===== config.mk =====
export PLATFORM = sky130hd
export DESIGN_NAME = steering_align_controller
export DESIGN_NICKNAME = d
export VERILOG_FILES = /design/src/sac_pkg.sv /design/src/steering_align_controller.sv /design/src/sac_div.sv /design/src/sac_front.sv
export SDC_FILE = /design/constraint.sdc
export NUM_CORES = 2
export LEC_CHECK = 0
export BUFFER_PORTS_ARGS = -buffer_cell sky130_fd_sc_hd__buf_2
export CORE_MARGIN = 1.5
export CORE_UTILIZATION = 30
export CTS_CLUSTER_DIAMETER = 80
export DETAILED_ROUTE_END_ITERATION = 16
export GPL_TIMING_DRIVEN = 0
export SLEW_MARGIN = 20
export SYNTH_ARGS = -nofsm -noshare
export SYNTH_HDL_FRONTEND = slang
export SYNTH_HIERARCHICAL = 1
export SYNTH_SLANG_ARGS = --single-unit
export TNS_END_PERCENT = 10

===== constraint.sdc =====
create_clock -name clk -period 38.6 [get_ports clk]
set_input_delay 1.93 -clock clk [delete_from_list [all_inputs] [get_ports clk]]
set_output_delay 1.93 -clock clk [all_outputs]
set_load 0.01 [all_outputs]

===== src/sac_pkg.sv =====
// Package with shared constants and types of the steering align controller.
`default_nettype none
package sac_pkg;

  localparam int FRAC_BITS = 12;
  localparam longint PI_Q30 = 64'd3373259426;
  localparam int PI_FX = int'((PI_Q30 + (64'd1 << (29 - FRAC_BITS))) >> (30 - FRAC_BITS));
  localparam int TWO_PI_FX = 2 * PI_FX;

  localparam int ANGLE_W = 15;
  localparam int SPIN_W = 16;
  localparam int ACCEL_W = 16;
  localparam int RATE_W = 15;
  localparam int RADIUS_W = 14;
  localparam int PROD_W = RATE_W + RADIUS_W;
  localparam int CFG_W = 15;
  localparam int INDEX_W = 3;

  localparam logic [INDEX_W-1:0] REG_MAX_ROTATION = 3'd0;
  localparam logic [INDEX_W-1:0] REG_MAX_SPEED = 3'd1;
  localparam logic [INDEX_W-1:0] REG_TARGET_RADIUS = 3'd2;
  localparam logic [INDEX_W-1:0] REG_SLOW_RADIUS = 3'd3;
  localparam logic [INDEX_W-1:0] REG_TIME_TO_TARGET = 3'd4;

  typedef struct packed {
    logic dead;
    logic use_max;
    logic neg;
    logic signed [SPIN_W-1:0] spin;
  } front_side_t;

  typedef struct packed {
    logic dead;
    logic neg;
    logic zero;
    logic ovf;
  } back_side_t;

endpackage
`default_nettype wire


===== src/steering_align_controller.sv =====
// Top level of the steering align controller.
// Throughput: one transaction per cycle; the two 15 and 16 stage divider pipelines
// set the depth, and the whole pipeline holds while the output waits.
// Reset clears all valid bits and loads the register defaults.
`default_nettype none
module steering_align_controller (
  input  wire logic                                clk,
  input  wire logic                                rst,
  input  wire logic                                wr_en,
  input  wire logic [sac_pkg::INDEX_W-1:0]         wr_index,
  input  wire logic [sac_pkg::CFG_W-1:0]           wr_data,
  input  wire logic                                in_valid,
  output logic                                     in_ready,
  input  wire logic signed [sac_pkg::ANGLE_W-1:0]  target_angle,
  input  wire logic signed [sac_pkg::ANGLE_W-1:0]  own_angle,
  input  wire logic signed [sac_pkg::SPIN_W-1:0]   own_spin,
  output logic                                     out_valid,
  input  wire logic                                out_ready,
  output logic signed [sac_pkg::ACCEL_W-1:0]       angular_accel
);
  import sac_pkg::*;

  localparam int Q2_W = 16;

  logic [RATE_W-1:0]   max_rotation;
  logic [RATE_W-1:0]   max_speed;
  logic [RADIUS_W-1:0] target_radius;
  logic [RADIUS_W-1:0] slow_radius;
  logic [RATE_W-1:0]   time_to_target;

  logic en;

  logic f_valid;
  logic [PROD_W-1:0] f_prod;
  front_side_t f_side;

  logic d1_valid;
  logic [RATE_W-1:0] d1_quot;
  front_side_t d1_side;
  logic [$bits(front_side_t)-1:0] d1_side_raw;

  logic [RATE_W-1:0] speed;
  logic signed [SPIN_W-1:0] wanted;
  logic signed [16:0] err;
  logic [15:0] err_abs;

  logic v3;
  logic [15:0] ae3;
  logic dead3, neg3, zero3;

  logic [FRAC_BITS-1:0] r0;
  logic [Q2_W-1:0] low0;
  back_side_t b_in;
  logic d2_valid;
  logic [Q2_W-1:0] d2_quot;
  back_side_t d2_side;
  logic [$bits(back_side_t)-1:0] d2_side_raw;

  logic [RATE_W-1:0] qm;
  logic signed [ACCEL_W-1:0] acc;

  always_ff @(posedge clk) begin
    if (rst) begin
      max_rotation <= RATE_W'(4096);
      max_speed <= RATE_W'(4096);
      target_radius <= RADIUS_W'(819);
      slow_radius <= RADIUS_W'(3072);
      time_to_target <= RATE_W'(410);
    end else if (wr_en) begin
      unique case (wr_index)
        REG_MAX_ROTATION: max_rotation <= wr_data;
        REG_MAX_SPEED: max_speed <= wr_data;
        REG_TARGET_RADIUS: target_radius <= wr_data[RADIUS_W-1:0];
        REG_SLOW_RADIUS: slow_radius <= wr_data[RADIUS_W-1:0];
        REG_TIME_TO_TARGET: time_to_target <= wr_data;
        default: ;
      endcase
    end
  end

  assign en = !out_valid || out_ready;
  assign in_ready = en;

  sac_front u_front (
    .clk(clk), .rst(rst), .en(en), .in_valid(in_valid),
    .target_angle(target_angle), .own_angle(own_angle), .own_spin(own_spin),
    .max_speed(max_speed), .target_radius(target_radius), .slow_radius(slow_radius),
    .out_valid(f_valid), .prod(f_prod), .side(f_side)
  );

  sac_div #(.QW(RATE_W), .DW(RADIUS_W), .SW($bits(front_side_t))) u_div_speed (
    .clk(clk), .rst(rst), .en(en), .in_valid(f_valid),
    .rem_in(f_side.use_max ? '0 : f_prod[PROD_W-1:RATE_W]),
    .dat_in(f_prod[RATE_W-1:0]), .divisor(slow_radius), .side_in(f_side),
    .out_valid(d1_valid), .quot(d1_quot), .side_out(d1_side_raw)
  );

  assign d1_side = front_side_t'(d1_side_raw);
  assign speed = d1_side.use_max ? max_speed : d1_quot;
  assign wanted = d1_side.neg ? -SPIN_W'(speed) : SPIN_W'(speed);
  assign err = 17'(wanted) - 17'(d1_side.spin);
  assign err_abs = err[16] ? 16'(-err) : 16'(err);

  always_ff @(posedge clk) begin
    if (rst) begin
      v3 <= 1'b0;
    end else if (en) begin
      v3 <= d1_valid;
    end
  end

  always_ff @(posedge clk) begin
    if (en) begin
      ae3 <= err_abs;
      dead3 <= d1_side.dead;
      neg3 <= err[16];
      zero3 <= err == '0;
    end
  end

  assign r0 = ae3[15:16-FRAC_BITS];
  assign low0 = {ae3[15-FRAC_BITS:0], {FRAC_BITS{1'b0}}};
  assign b_in.dead = dead3;
  assign b_in.neg = neg3;
  assign b_in.zero = zero3;
  assign b_in.ovf = RATE_W'(r0) >= time_to_target;

  sac_div #(.QW(Q2_W), .DW(RATE_W), .SW($bits(back_side_t))) u_div_accel (
    .clk(clk), .rst(rst), .en(en), .in_valid(v3),
    .rem_in(b_in.ovf ? '0 : RATE_W'(r0)), .dat_in(low0),
    .divisor(time_to_target), .side_in(b_in),
    .out_valid(d2_valid), .quot(d2_quot), .side_out(d2_side_raw)
  );

  assign d2_side = back_side_t'(d2_side_raw);

  always_comb begin
    if (d2_side.ovf || (d2_quot > Q2_W'(max_rotation))) begin
      qm = max_rotation;
    end else begin
      qm = d2_quot[RATE_W-1:0];
    end
    if (d2_side.dead || d2_side.zero) begin
      acc = '0;
    end else if (d2_side.neg) begin
      acc = -ACCEL_W'(qm);
    end else begin
      acc = ACCEL_W'(qm);
    end
  end

  always_ff @(posedge clk) begin
    if (rst) begin
      out_valid <= 1'b0;
    end else if (en) begin
      out_valid <= d2_valid;
    end
  end

  always_ff @(posedge clk) begin
    if (en) begin
      angular_accel <= acc;
    end
  end

`ifndef SYNTHESIS
  a_accel_limit: assert property (@(posedge clk) disable iff (rst)
    out_valid |-> (angular_accel <= $signed({1'b0, max_rotation}))
      && (angular_accel >= -$signed({1'b0, max_rotation})))
    else $error("Acceleration exceeds the rotation limit.");

  a_reset_empty: assert property (@(posedge clk) rst |=> !out_valid)
    else $error("Output valid after reset.");

  a_hold: assert property (@(posedge clk) disable iff (rst)
    out_valid && !out_ready |-> !in_ready ##1 (out_valid && $stable(angular_accel)))
    else $error("Pending transaction lost or input taken during a stall.");
`endif

endmodule
`default_nettype wire


===== src/sac_div.sv =====
// Pipelined restoring divider, one quotient bit per register stage.
`default_nettype none
module sac_div #(
  parameter int QW = 15,
  parameter int DW = 14,
  parameter int SW = 4
) (
  input  wire logic          clk,
  input  wire logic          rst,
  input  wire logic          en,
  input  wire logic          in_valid,
  input  wire logic [DW-1:0] rem_in,
  input  wire logic [QW-1:0] dat_in,
  input  wire logic [DW-1:0] divisor,
  input  wire logic [SW-1:0] side_in,
  output logic               out_valid,
  output logic [QW-1:0]      quot,
  output logic [SW-1:0]      side_out
);

  logic          v [1:QW];
  logic [DW-1:0] r [1:QW];
  logic [QW-1:0] d [1:QW];
  logic [SW-1:0] s [1:QW];

  for (genvar k = 0; k < QW; k++) begin : g_step
    logic          src_v;
    logic [DW-1:0] src_r;
    logic [QW-1:0] src_d;
    logic [SW-1:0] src_s;
    logic [DW:0]   t;
    logic          ge;

    if (k == 0) begin : g_first
      assign src_v = in_valid;
      assign src_r = rem_in;
      assign src_d = dat_in;
      assign src_s = side_in;
    end else begin : g_next
      assign src_v = v[k];
      assign src_r = r[k];
      assign src_d = d[k];
      assign src_s = s[k];
    end

    assign t = {src_r, src_d[QW-1]};
    assign ge = t >= {1'b0, divisor};

    always_ff @(posedge clk) begin
      if (rst) begin
        v[k+1] <= 1'b0;
      end else if (en) begin
        v[k+1] <= src_v;
      end
    end

    always_ff @(posedge clk) begin
      if (en) begin
        r[k+1] <= ge ? DW'(t - {1'b0, divisor}) : DW'(t);
        d[k+1] <= {src_d[QW-2:0], ge};
        s[k+1] <= src_s;
      end
    end
  end

  assign out_valid = v[QW];
  assign quot = d[QW];
  assign side_out = s[QW];

endmodule
`default_nettype wire


===== src/sac_front.sv =====
// Front stages: angle wrap, dead zone and slow zone tests, speed product.
`default_nettype none
module sac_front (
  input  wire logic                                  clk,
  input  wire logic                                  rst,
  input  wire logic                                  en,
  input  wire logic                                  in_valid,
  input  wire logic signed [sac_pkg::ANGLE_W-1:0]    target_angle,
  input  wire logic signed [sac_pkg::ANGLE_W-1:0]    own_angle,
  input  wire logic signed [sac_pkg::SPIN_W-1:0]     own_spin,
  input  wire logic [sac_pkg::RATE_W-1:0]            max_speed,
  input  wire logic [sac_pkg::RADIUS_W-1:0]          target_radius,
  input  wire logic [sac_pkg::RADIUS_W-1:0]          slow_radius,
  output logic                                       out_valid,
  output logic [sac_pkg::PROD_W-1:0]                 prod,
  output sac_pkg::front_side_t                       side
);
  import sac_pkg::*;

  logic signed [17:0] d0;
  logic signed [17:0] dw;
  logic signed [ANGLE_W-1:0] diff;
  logic v1;
  logic signed [SPIN_W-1:0] spin1;
  logic [RADIUS_W-1:0] mag;

  assign d0 = 18'(target_angle) - 18'(own_angle) + 18'(PI_FX);

  always_comb begin
    if (d0 < 0) begin
      dw = d0 + 18'(TWO_PI_FX);
    end else if (d0 >= 18'(TWO_PI_FX)) begin
      dw = d0 - 18'(TWO_PI_FX);
    end else begin
      dw = d0;
    end
  end

  always_ff @(posedge clk) begin
    if (rst) begin
      v1 <= 1'b0;
      out_valid <= 1'b0;
    end else if (en) begin
      v1 <= in_valid;
      out_valid <= v1;
    end
  end

  always_ff @(posedge clk) begin
    if (en) begin
      diff <= ANGLE_W'(dw - 18'(PI_FX));
      spin1 <= own_spin;
    end
  end

  assign mag = diff[ANGLE_W-1] ? RADIUS_W'(-diff) : RADIUS_W'(diff);

  always_ff @(posedge clk) begin
    if (en) begin
      prod <= PROD_W'(max_speed) * PROD_W'(mag);
      side.dead <= mag < target_radius;
      side.use_max <= (slow_radius == '0) || (mag > slow_radius);
      side.neg <= diff[ANGLE_W-1];
      side.spin <= spin1;
    end
  end

endmodule
`default_nettype wire


---- Word level (Yosys, flattened, before mapping) ----
Memory sizes are Yosys's and may differ from the RTL's. A register that Yosys moved wholly into a read port is not among the register bits.
Cells that the tools add are included.
storage, ports and cells
  input bits .............................. 69
  flip-flop bits (word level) ............. 189
  bits in writable memories ............... 1,311
  logic and storage cells ................. 235
  memories ................................ 8
memory list
  memory         depth  width  rd ports  clocked after memory_dff  wr ports  line           RTL
  u_div_speed.s  15     19     15        0                         15        sac_div.sv:24  logic [SW-1:0] s [1:QW];
  u_div_accel.d  16     16     16        0                         16        sac_div.sv:23  logic [QW-1:0] d [1:QW];
  u_div_accel.r  16     15     15        0                         16        sac_div.sv:22  logic [DW-1:0] r [1:QW];
  u_div_speed.d  15     15     15        0                         15        sac_div.sv:23
  u_div_speed.r  15     14     14        0                         15        sac_div.sv:22
  u_div_accel.s  16     4      16        0                         16        sac_div.sv:24
  +2 memories    --     --     --        --                        --        --
cells by class
  add/subtract/negate cells ............... 41
  order comparisons ....................... 37
  $mul .................................... 1
  equal/unequal tests ..................... 4
  bitwise gates (word level) .............. 32
  reductions and logical operators ........ 14
  multiplexer cells ....................... 78
operators by type and width
  cell                      count
  $mux W15                  21
  $ge A16 B15 Y1            15
  $mux W14                  17
  $ge A15 B14 Y1            15
  $sub A15 B15 Y15          15
  $sub A14 B14 Y14          15
  $mux W1                   37
  $mux W16                  2
  $neg A15 Y16              2
  $or A1 B1 Y1              31
  $mul A15 B14 Y29          1
  $add A16 B15 Y17 const B  1
  $ge A17 B16 Y1 const B    1
  $logic_not A17 Y1         1
  $lt A17 B1 Y1 const B     1
  $sub A16 B16 Y17          1
  $gt A16 B15 Y1            1
  $neg A16 Y16              1
  $sub A15 B15 Y16          1
  $add A15 B14 Y15 const B  1
  $ge A12 B15 Y1            1
  $ge A13 B15 Y1            1
  $sub A13 B15 Y15          1
  $sub A15 B14 Y15 const B  1
  other kinds (15)          23

---- Longest topological paths before layout ----
An unclocked memory read counts as a cell.
  word-level depth ........................ 7
  mapped depth ............................ 32
  mapped depth without buffers ............ 29

---- Hierarchy ----
Netlist, hierarchy kept.
modules (own cells, without submodules)
  module                     area each (um^2)  seq. area each (um^2)  cells an instance  instances
  sac_div (u_div_speed)      33,633.5          21,650.8               2,389              1
  sac_div (u_div_accel)      32,265.9          16,846.2               2,669              1
  sac_front                  12,578.3          2,412.3                1,315              1
  steering_align_controller  7,435.9           2,552.4                919                1

---- Least setup slack after synthesis ----
OpenSTA, ideal clock, no wires.
  path type ............................... input to register
  start point ............................. input out_ready
  end point ............................... register u_div_accel/v[0][0] (netlist name)
  cell stages on the path ................. 2
  buffers on the path ..................... 0
  library setup time ...................... 0.375 ns
  setup slack ............................. -0.211 ns
  data arrival time ....................... 38.435 ns
  required time ........................... 38.225 ns
  cells stage by stage .................... nand2b_1 or2_2
RTL lines
  item         line                             RTL
  from (decl)  steering_align_controller.sv:18  input wire logic out_ready,

---- Final worst setup path ----
  start point ............................. register u_front.diff[0]
  end point ............................... register u_front/prod[28] in the netlist's numbering, data pin
between the ends
  longest elaborated chain between the ends .. 3
RTL lines
  item                    line             RTL
  from (decl)             sac_front.sv:22  logic signed [ANGLE_W-1:0] diff;
  from (signal assigned)  sac_front.sv:51  diff <= ANGLE_W'(dw - 18'(PI_FX));
  $neg A14 Y14            sac_front.sv:56  assign mag = diff[ANGLE_W-1] ? RADIUS_W'(-diff) : RADIUS_W'(diff);
  $mux W14 *              sac_front.sv:56
  $mul A15 B14 Y29 *      sac_front.sv:60  prod <= PROD_W'(max_speed) * PROD_W'(mag);
  to (signal assigned)    sac_front.sv:60
  to (decl)               sac_front.sv:15  output logic [sac_pkg::PROD_W-1:0] prod,
Every way passes the cells marked *; elsewhere a longest branch is shown, timed or not.
A chain may end at the register's enable or synchronous reset.

==> metrics.md <==
| Metric | Value |
|---|---|
| Nets | 8515 |
| Yosys top cell by area | edfxtp_1 |
| 1st-pass router iterations | 8 |
| Static Leakage | 38.5 nW |
| Seq/Total Area, Yosys | 50.6% |
| Core ar. | 285000 µm² |
| Detailed-route via count | 57.2k |
| PwrDens | 84.9 nW/µm² |
| Largest net degree at the start of global routing | 61 |
| Overall Global Routing Usage | 14.0% |
| Synth Area per Inst | 11.8 µm² |
| Final Power | 8.25 mW |
| Routed Antenna Nets | 0 |
| Die X | 538 µm |
| Worst-path fanout max | 11 |
| Place WS | 28.35 ns |
| Synth Area in XOR/XNOR | 3.76% |
| WHS | 0.402 ns |
| Distinct cells, synth | 127 |
| Sw Share | 38.3% |
| Avg Vias per Cell | 4.98 |
| DRC | 0 |
| Setup ws final | 28.47 ns |
| H-Tree Depth | 4 |
| Vias in the first global route | 57.0k |
| CP peak stage delay | 0.86 ns |
| #FFs+latches synth | 1473 |
| Post-synth top area share | 48.8% |
| Worst-path clk slew | 0.06 ns |
| VDD IR-drop max | 0.0355 mV |
| Fin crit period | 10.13 ns |
| DP HPWL | 149 mm |
| Die Y | 538 µm |
| RSZ-0062 raised after global routing | no |
| Post-synthesis mux area share | 3.96% |
| Global-route wire length before repair | 321 mm |
| Mapped cell area | 85900 µm² |
| Area contributors post-synth | edfxtp_1 49%, ha_1 9.7%, fa_1 4.3%, a21oi_1 2.8%, nand2_1 2.6% |
| Sequential cell fraction of total power | 33.0% |
| Worst path most repeated cell | fa_1 |
| Status | complete, no violations |
| Final WL | 206 mm |
| Count leader, synth | edfxtp_1 |
| FP Rows | 196 |
| Port Buf Inserts | 86 |
| Clock skew | 0.0378 ns |
| Crit Path Category | reg2reg |
| Hold Path Class | reg2reg |
| Area delta synth->final | 13.2% |
| CTS Root Cell | clkbuf_16 |
| Setup TNS | 0 ns |
| TritonCTS Buffers | 164 |
| CTS Hold Buffers Added | 0 |
| Post-synth top flop | edfxtp_1 |
| Die area | 290000 µm² |
| Clock Tree Buf Depth | 4 |
| Postcts setup bufs | 0 |
| Post-synthesis async set-or-reset flop share | 0% |
| Cell internal pwr | 5.09 mW |
| Simple logic cell fraction of the synthesized area | 11.1% |
| Combinational share of power | 48.8% |
| Per-cell routed wire length | 17.9 µm |
| Slowest CP cell | xnor2_1 |
| GPL Wtd Cong | 0.888 |
| Cts repair resizes | 0 |
| Final Hold Fails | 0 |
| Adder-Cell Fraction of Synth Area | 14.0% |
| Initial DRC Count | 3894 |
| Final setup viols | 0 |
| Largest family of logic cells by synthesized area | adder cells |
| Max-slew violation count | 0 |
| CTS Sinks | 1473 |
| Synth Area in Compound Gates | 13.2% |
| Worst Tran Pin Value | 1.15 ns |
| Layout cell share with drive strength beyond 1 | 11.2% |
| Remaining global-route overflow | 0 |
| Final period util | 26.3% |
| Startpoint types | flip-flop |
| Number of synthesized flops with an enable pin | 1396 |
| I/O pin count | 87 |
| Gate Count Post-Synth | 7292 |
| Worst-skew pair later-pin latency | 0.82 ns |
| Starting density of the core | 30.1% |
| Switching Power | 3.16 mW |
| Crit path DAT | 10.69 ns |
| Yosys warns | 6 |
| TritonCTS clock tree | done |
| Fmax | 98.7 MHz |
| Worst Path Required | 39.16 ns |
| Rel. slew slack | 22.9% |
| Max cap viols | 0 |
| Top cells by count, synth | 1396 x edfxtp_1, 664 x ha_1, 598 x nand2_1 |
| CP Capture Type | flip-flop |
| Clock Power Share | 18.2% |
| Initial antenna violation count | 29 |
## cell families after synthesis
group | after synthesis
AND/OR/NAND/NOR | 1916
AO/OA/AOI/OAI | 1686
flip-flops | 1473
adder cells (fa/ha/maj) | 848
buffers and inverters | 703
XOR/XNOR | 365
multiplexers | 300
other | 1
## registers in the layout, indices dropped and copies added, names as in the netlist, 14 cells and up
register / count
u_div_speed/s: 285
u_div_accel/d: 256
u_div_accel/r: 225
u_div_speed/d: 225
u_div_speed/r: 196
u_div_accel/s: 64
u_front/prod: 29
u_front/side: 19
ae3: 16
angular_accel: 16
u_div_accel/v: 16
u_front/spin1: 16
max_rotation: 15
max_speed: 15
time_to_target: 15
u_div_speed/v: 15
u_front/diff: 15
slow_radius: 14
target_radius: 14
## metal layers
layer / GRT usage, % / routed length, µm / share of wire (%) / vias to the layer above
met2: 23.4 / 97100 / 47 / 1382
li1: - / - / - / 27700
met5: 0 / 0 / 0 / -
met4: 5.32 / 7840 / 3.8 / 0
met3: 2.46 / 10700 / 5.2 / 383
met1: 18.0 / 90400 / 44 / 27800
## through the flow
stage          utilization, %  instances  instance area, µm²
6_report                 34.1      11500               97200
5_1_grt                  34.1      11500               97200
4_1_cts                  34.1      11500               97200
3_5_place_dp             32.3      11200               92000
3_3_place_gp             32.0      11200               91100
2_1_floorplan               -       7309               86000
## area by class of cell
type                    count  area [µm²]
inverters                 500        1880
clock buffers             188        4290
fillers                 27900      188000
well taps                3762        4710
clock inverters            95         827
diodes                     22        55.1
plain buffers             203        1070
repair buffers            123        1330
flip-flops and latches   1473       43500
multi-input cells        5133       39600
## power groups by stage
stage / clock [mW] / sequential (mW) / combinational (mW)
final: 1.50 / 2.72 / 4.03
after global routing: 1.62 / 2.77 / 4.49
after CTS: 1.56 / 2.73 / 4.01
after detailed placement: 0 / 2.76 / 3.98
after global placement: 0 / 2.75 / 3.90
after floorplan: 0 / 2.63 / 3.11
## cell usage in the layout (no fill, tap or decap), types with 155 or more instances in the layout
cell / synthesis / layout
o21ai_0: 309 / 308
fa_1: 184 / 184
clkbuf_16: 0 / 167
inv_1: 497 / 471
mux2_2: 195 / 195
a21oi_1: 489 / 489
xnor2_1: 232 / 229
nor2_1: 425 / 425
nand2_1: 598 / 598
edfxtp_1: 1396 / 1396
ha_1: 664 / 664
a21o_1: 155 / 155
## path summary, 6_finish.rpt
path	startpoint	endpoint	slack, ns	depth (start not counted)
worst max register to register	u_front/diff[0]$_DFFE_PP_	u_front/prod[28]$_DFFE_PP_	28.47	29
worst min register to register	u_div_accel/d[0][133]$_DFFE_PP_	u_div_accel/d[0][150]$_DFFE_PP_	0.40	0
worst max-delay path	u_front/diff[0]$_DFFE_PP_	u_front/prod[28]$_DFFE_PP_	28.47	29
worst min-delay path	u_div_accel/d[0][133]$_DFFE_PP_	u_div_accel/d[0][150]$_DFFE_PP_	0.40	0
## worst max-delay path: cells and delay by family, from the launching register on
family	cells	cell delay [ns]
flops	1	0.32
xor+xnor	2	0.99
buf+inv	7	2.11
compound gates	7	2.33
fa+ha+maj	8	3.50
simple gates	5	0.61
Note: power is estimated with default switching activity, not from simulation.
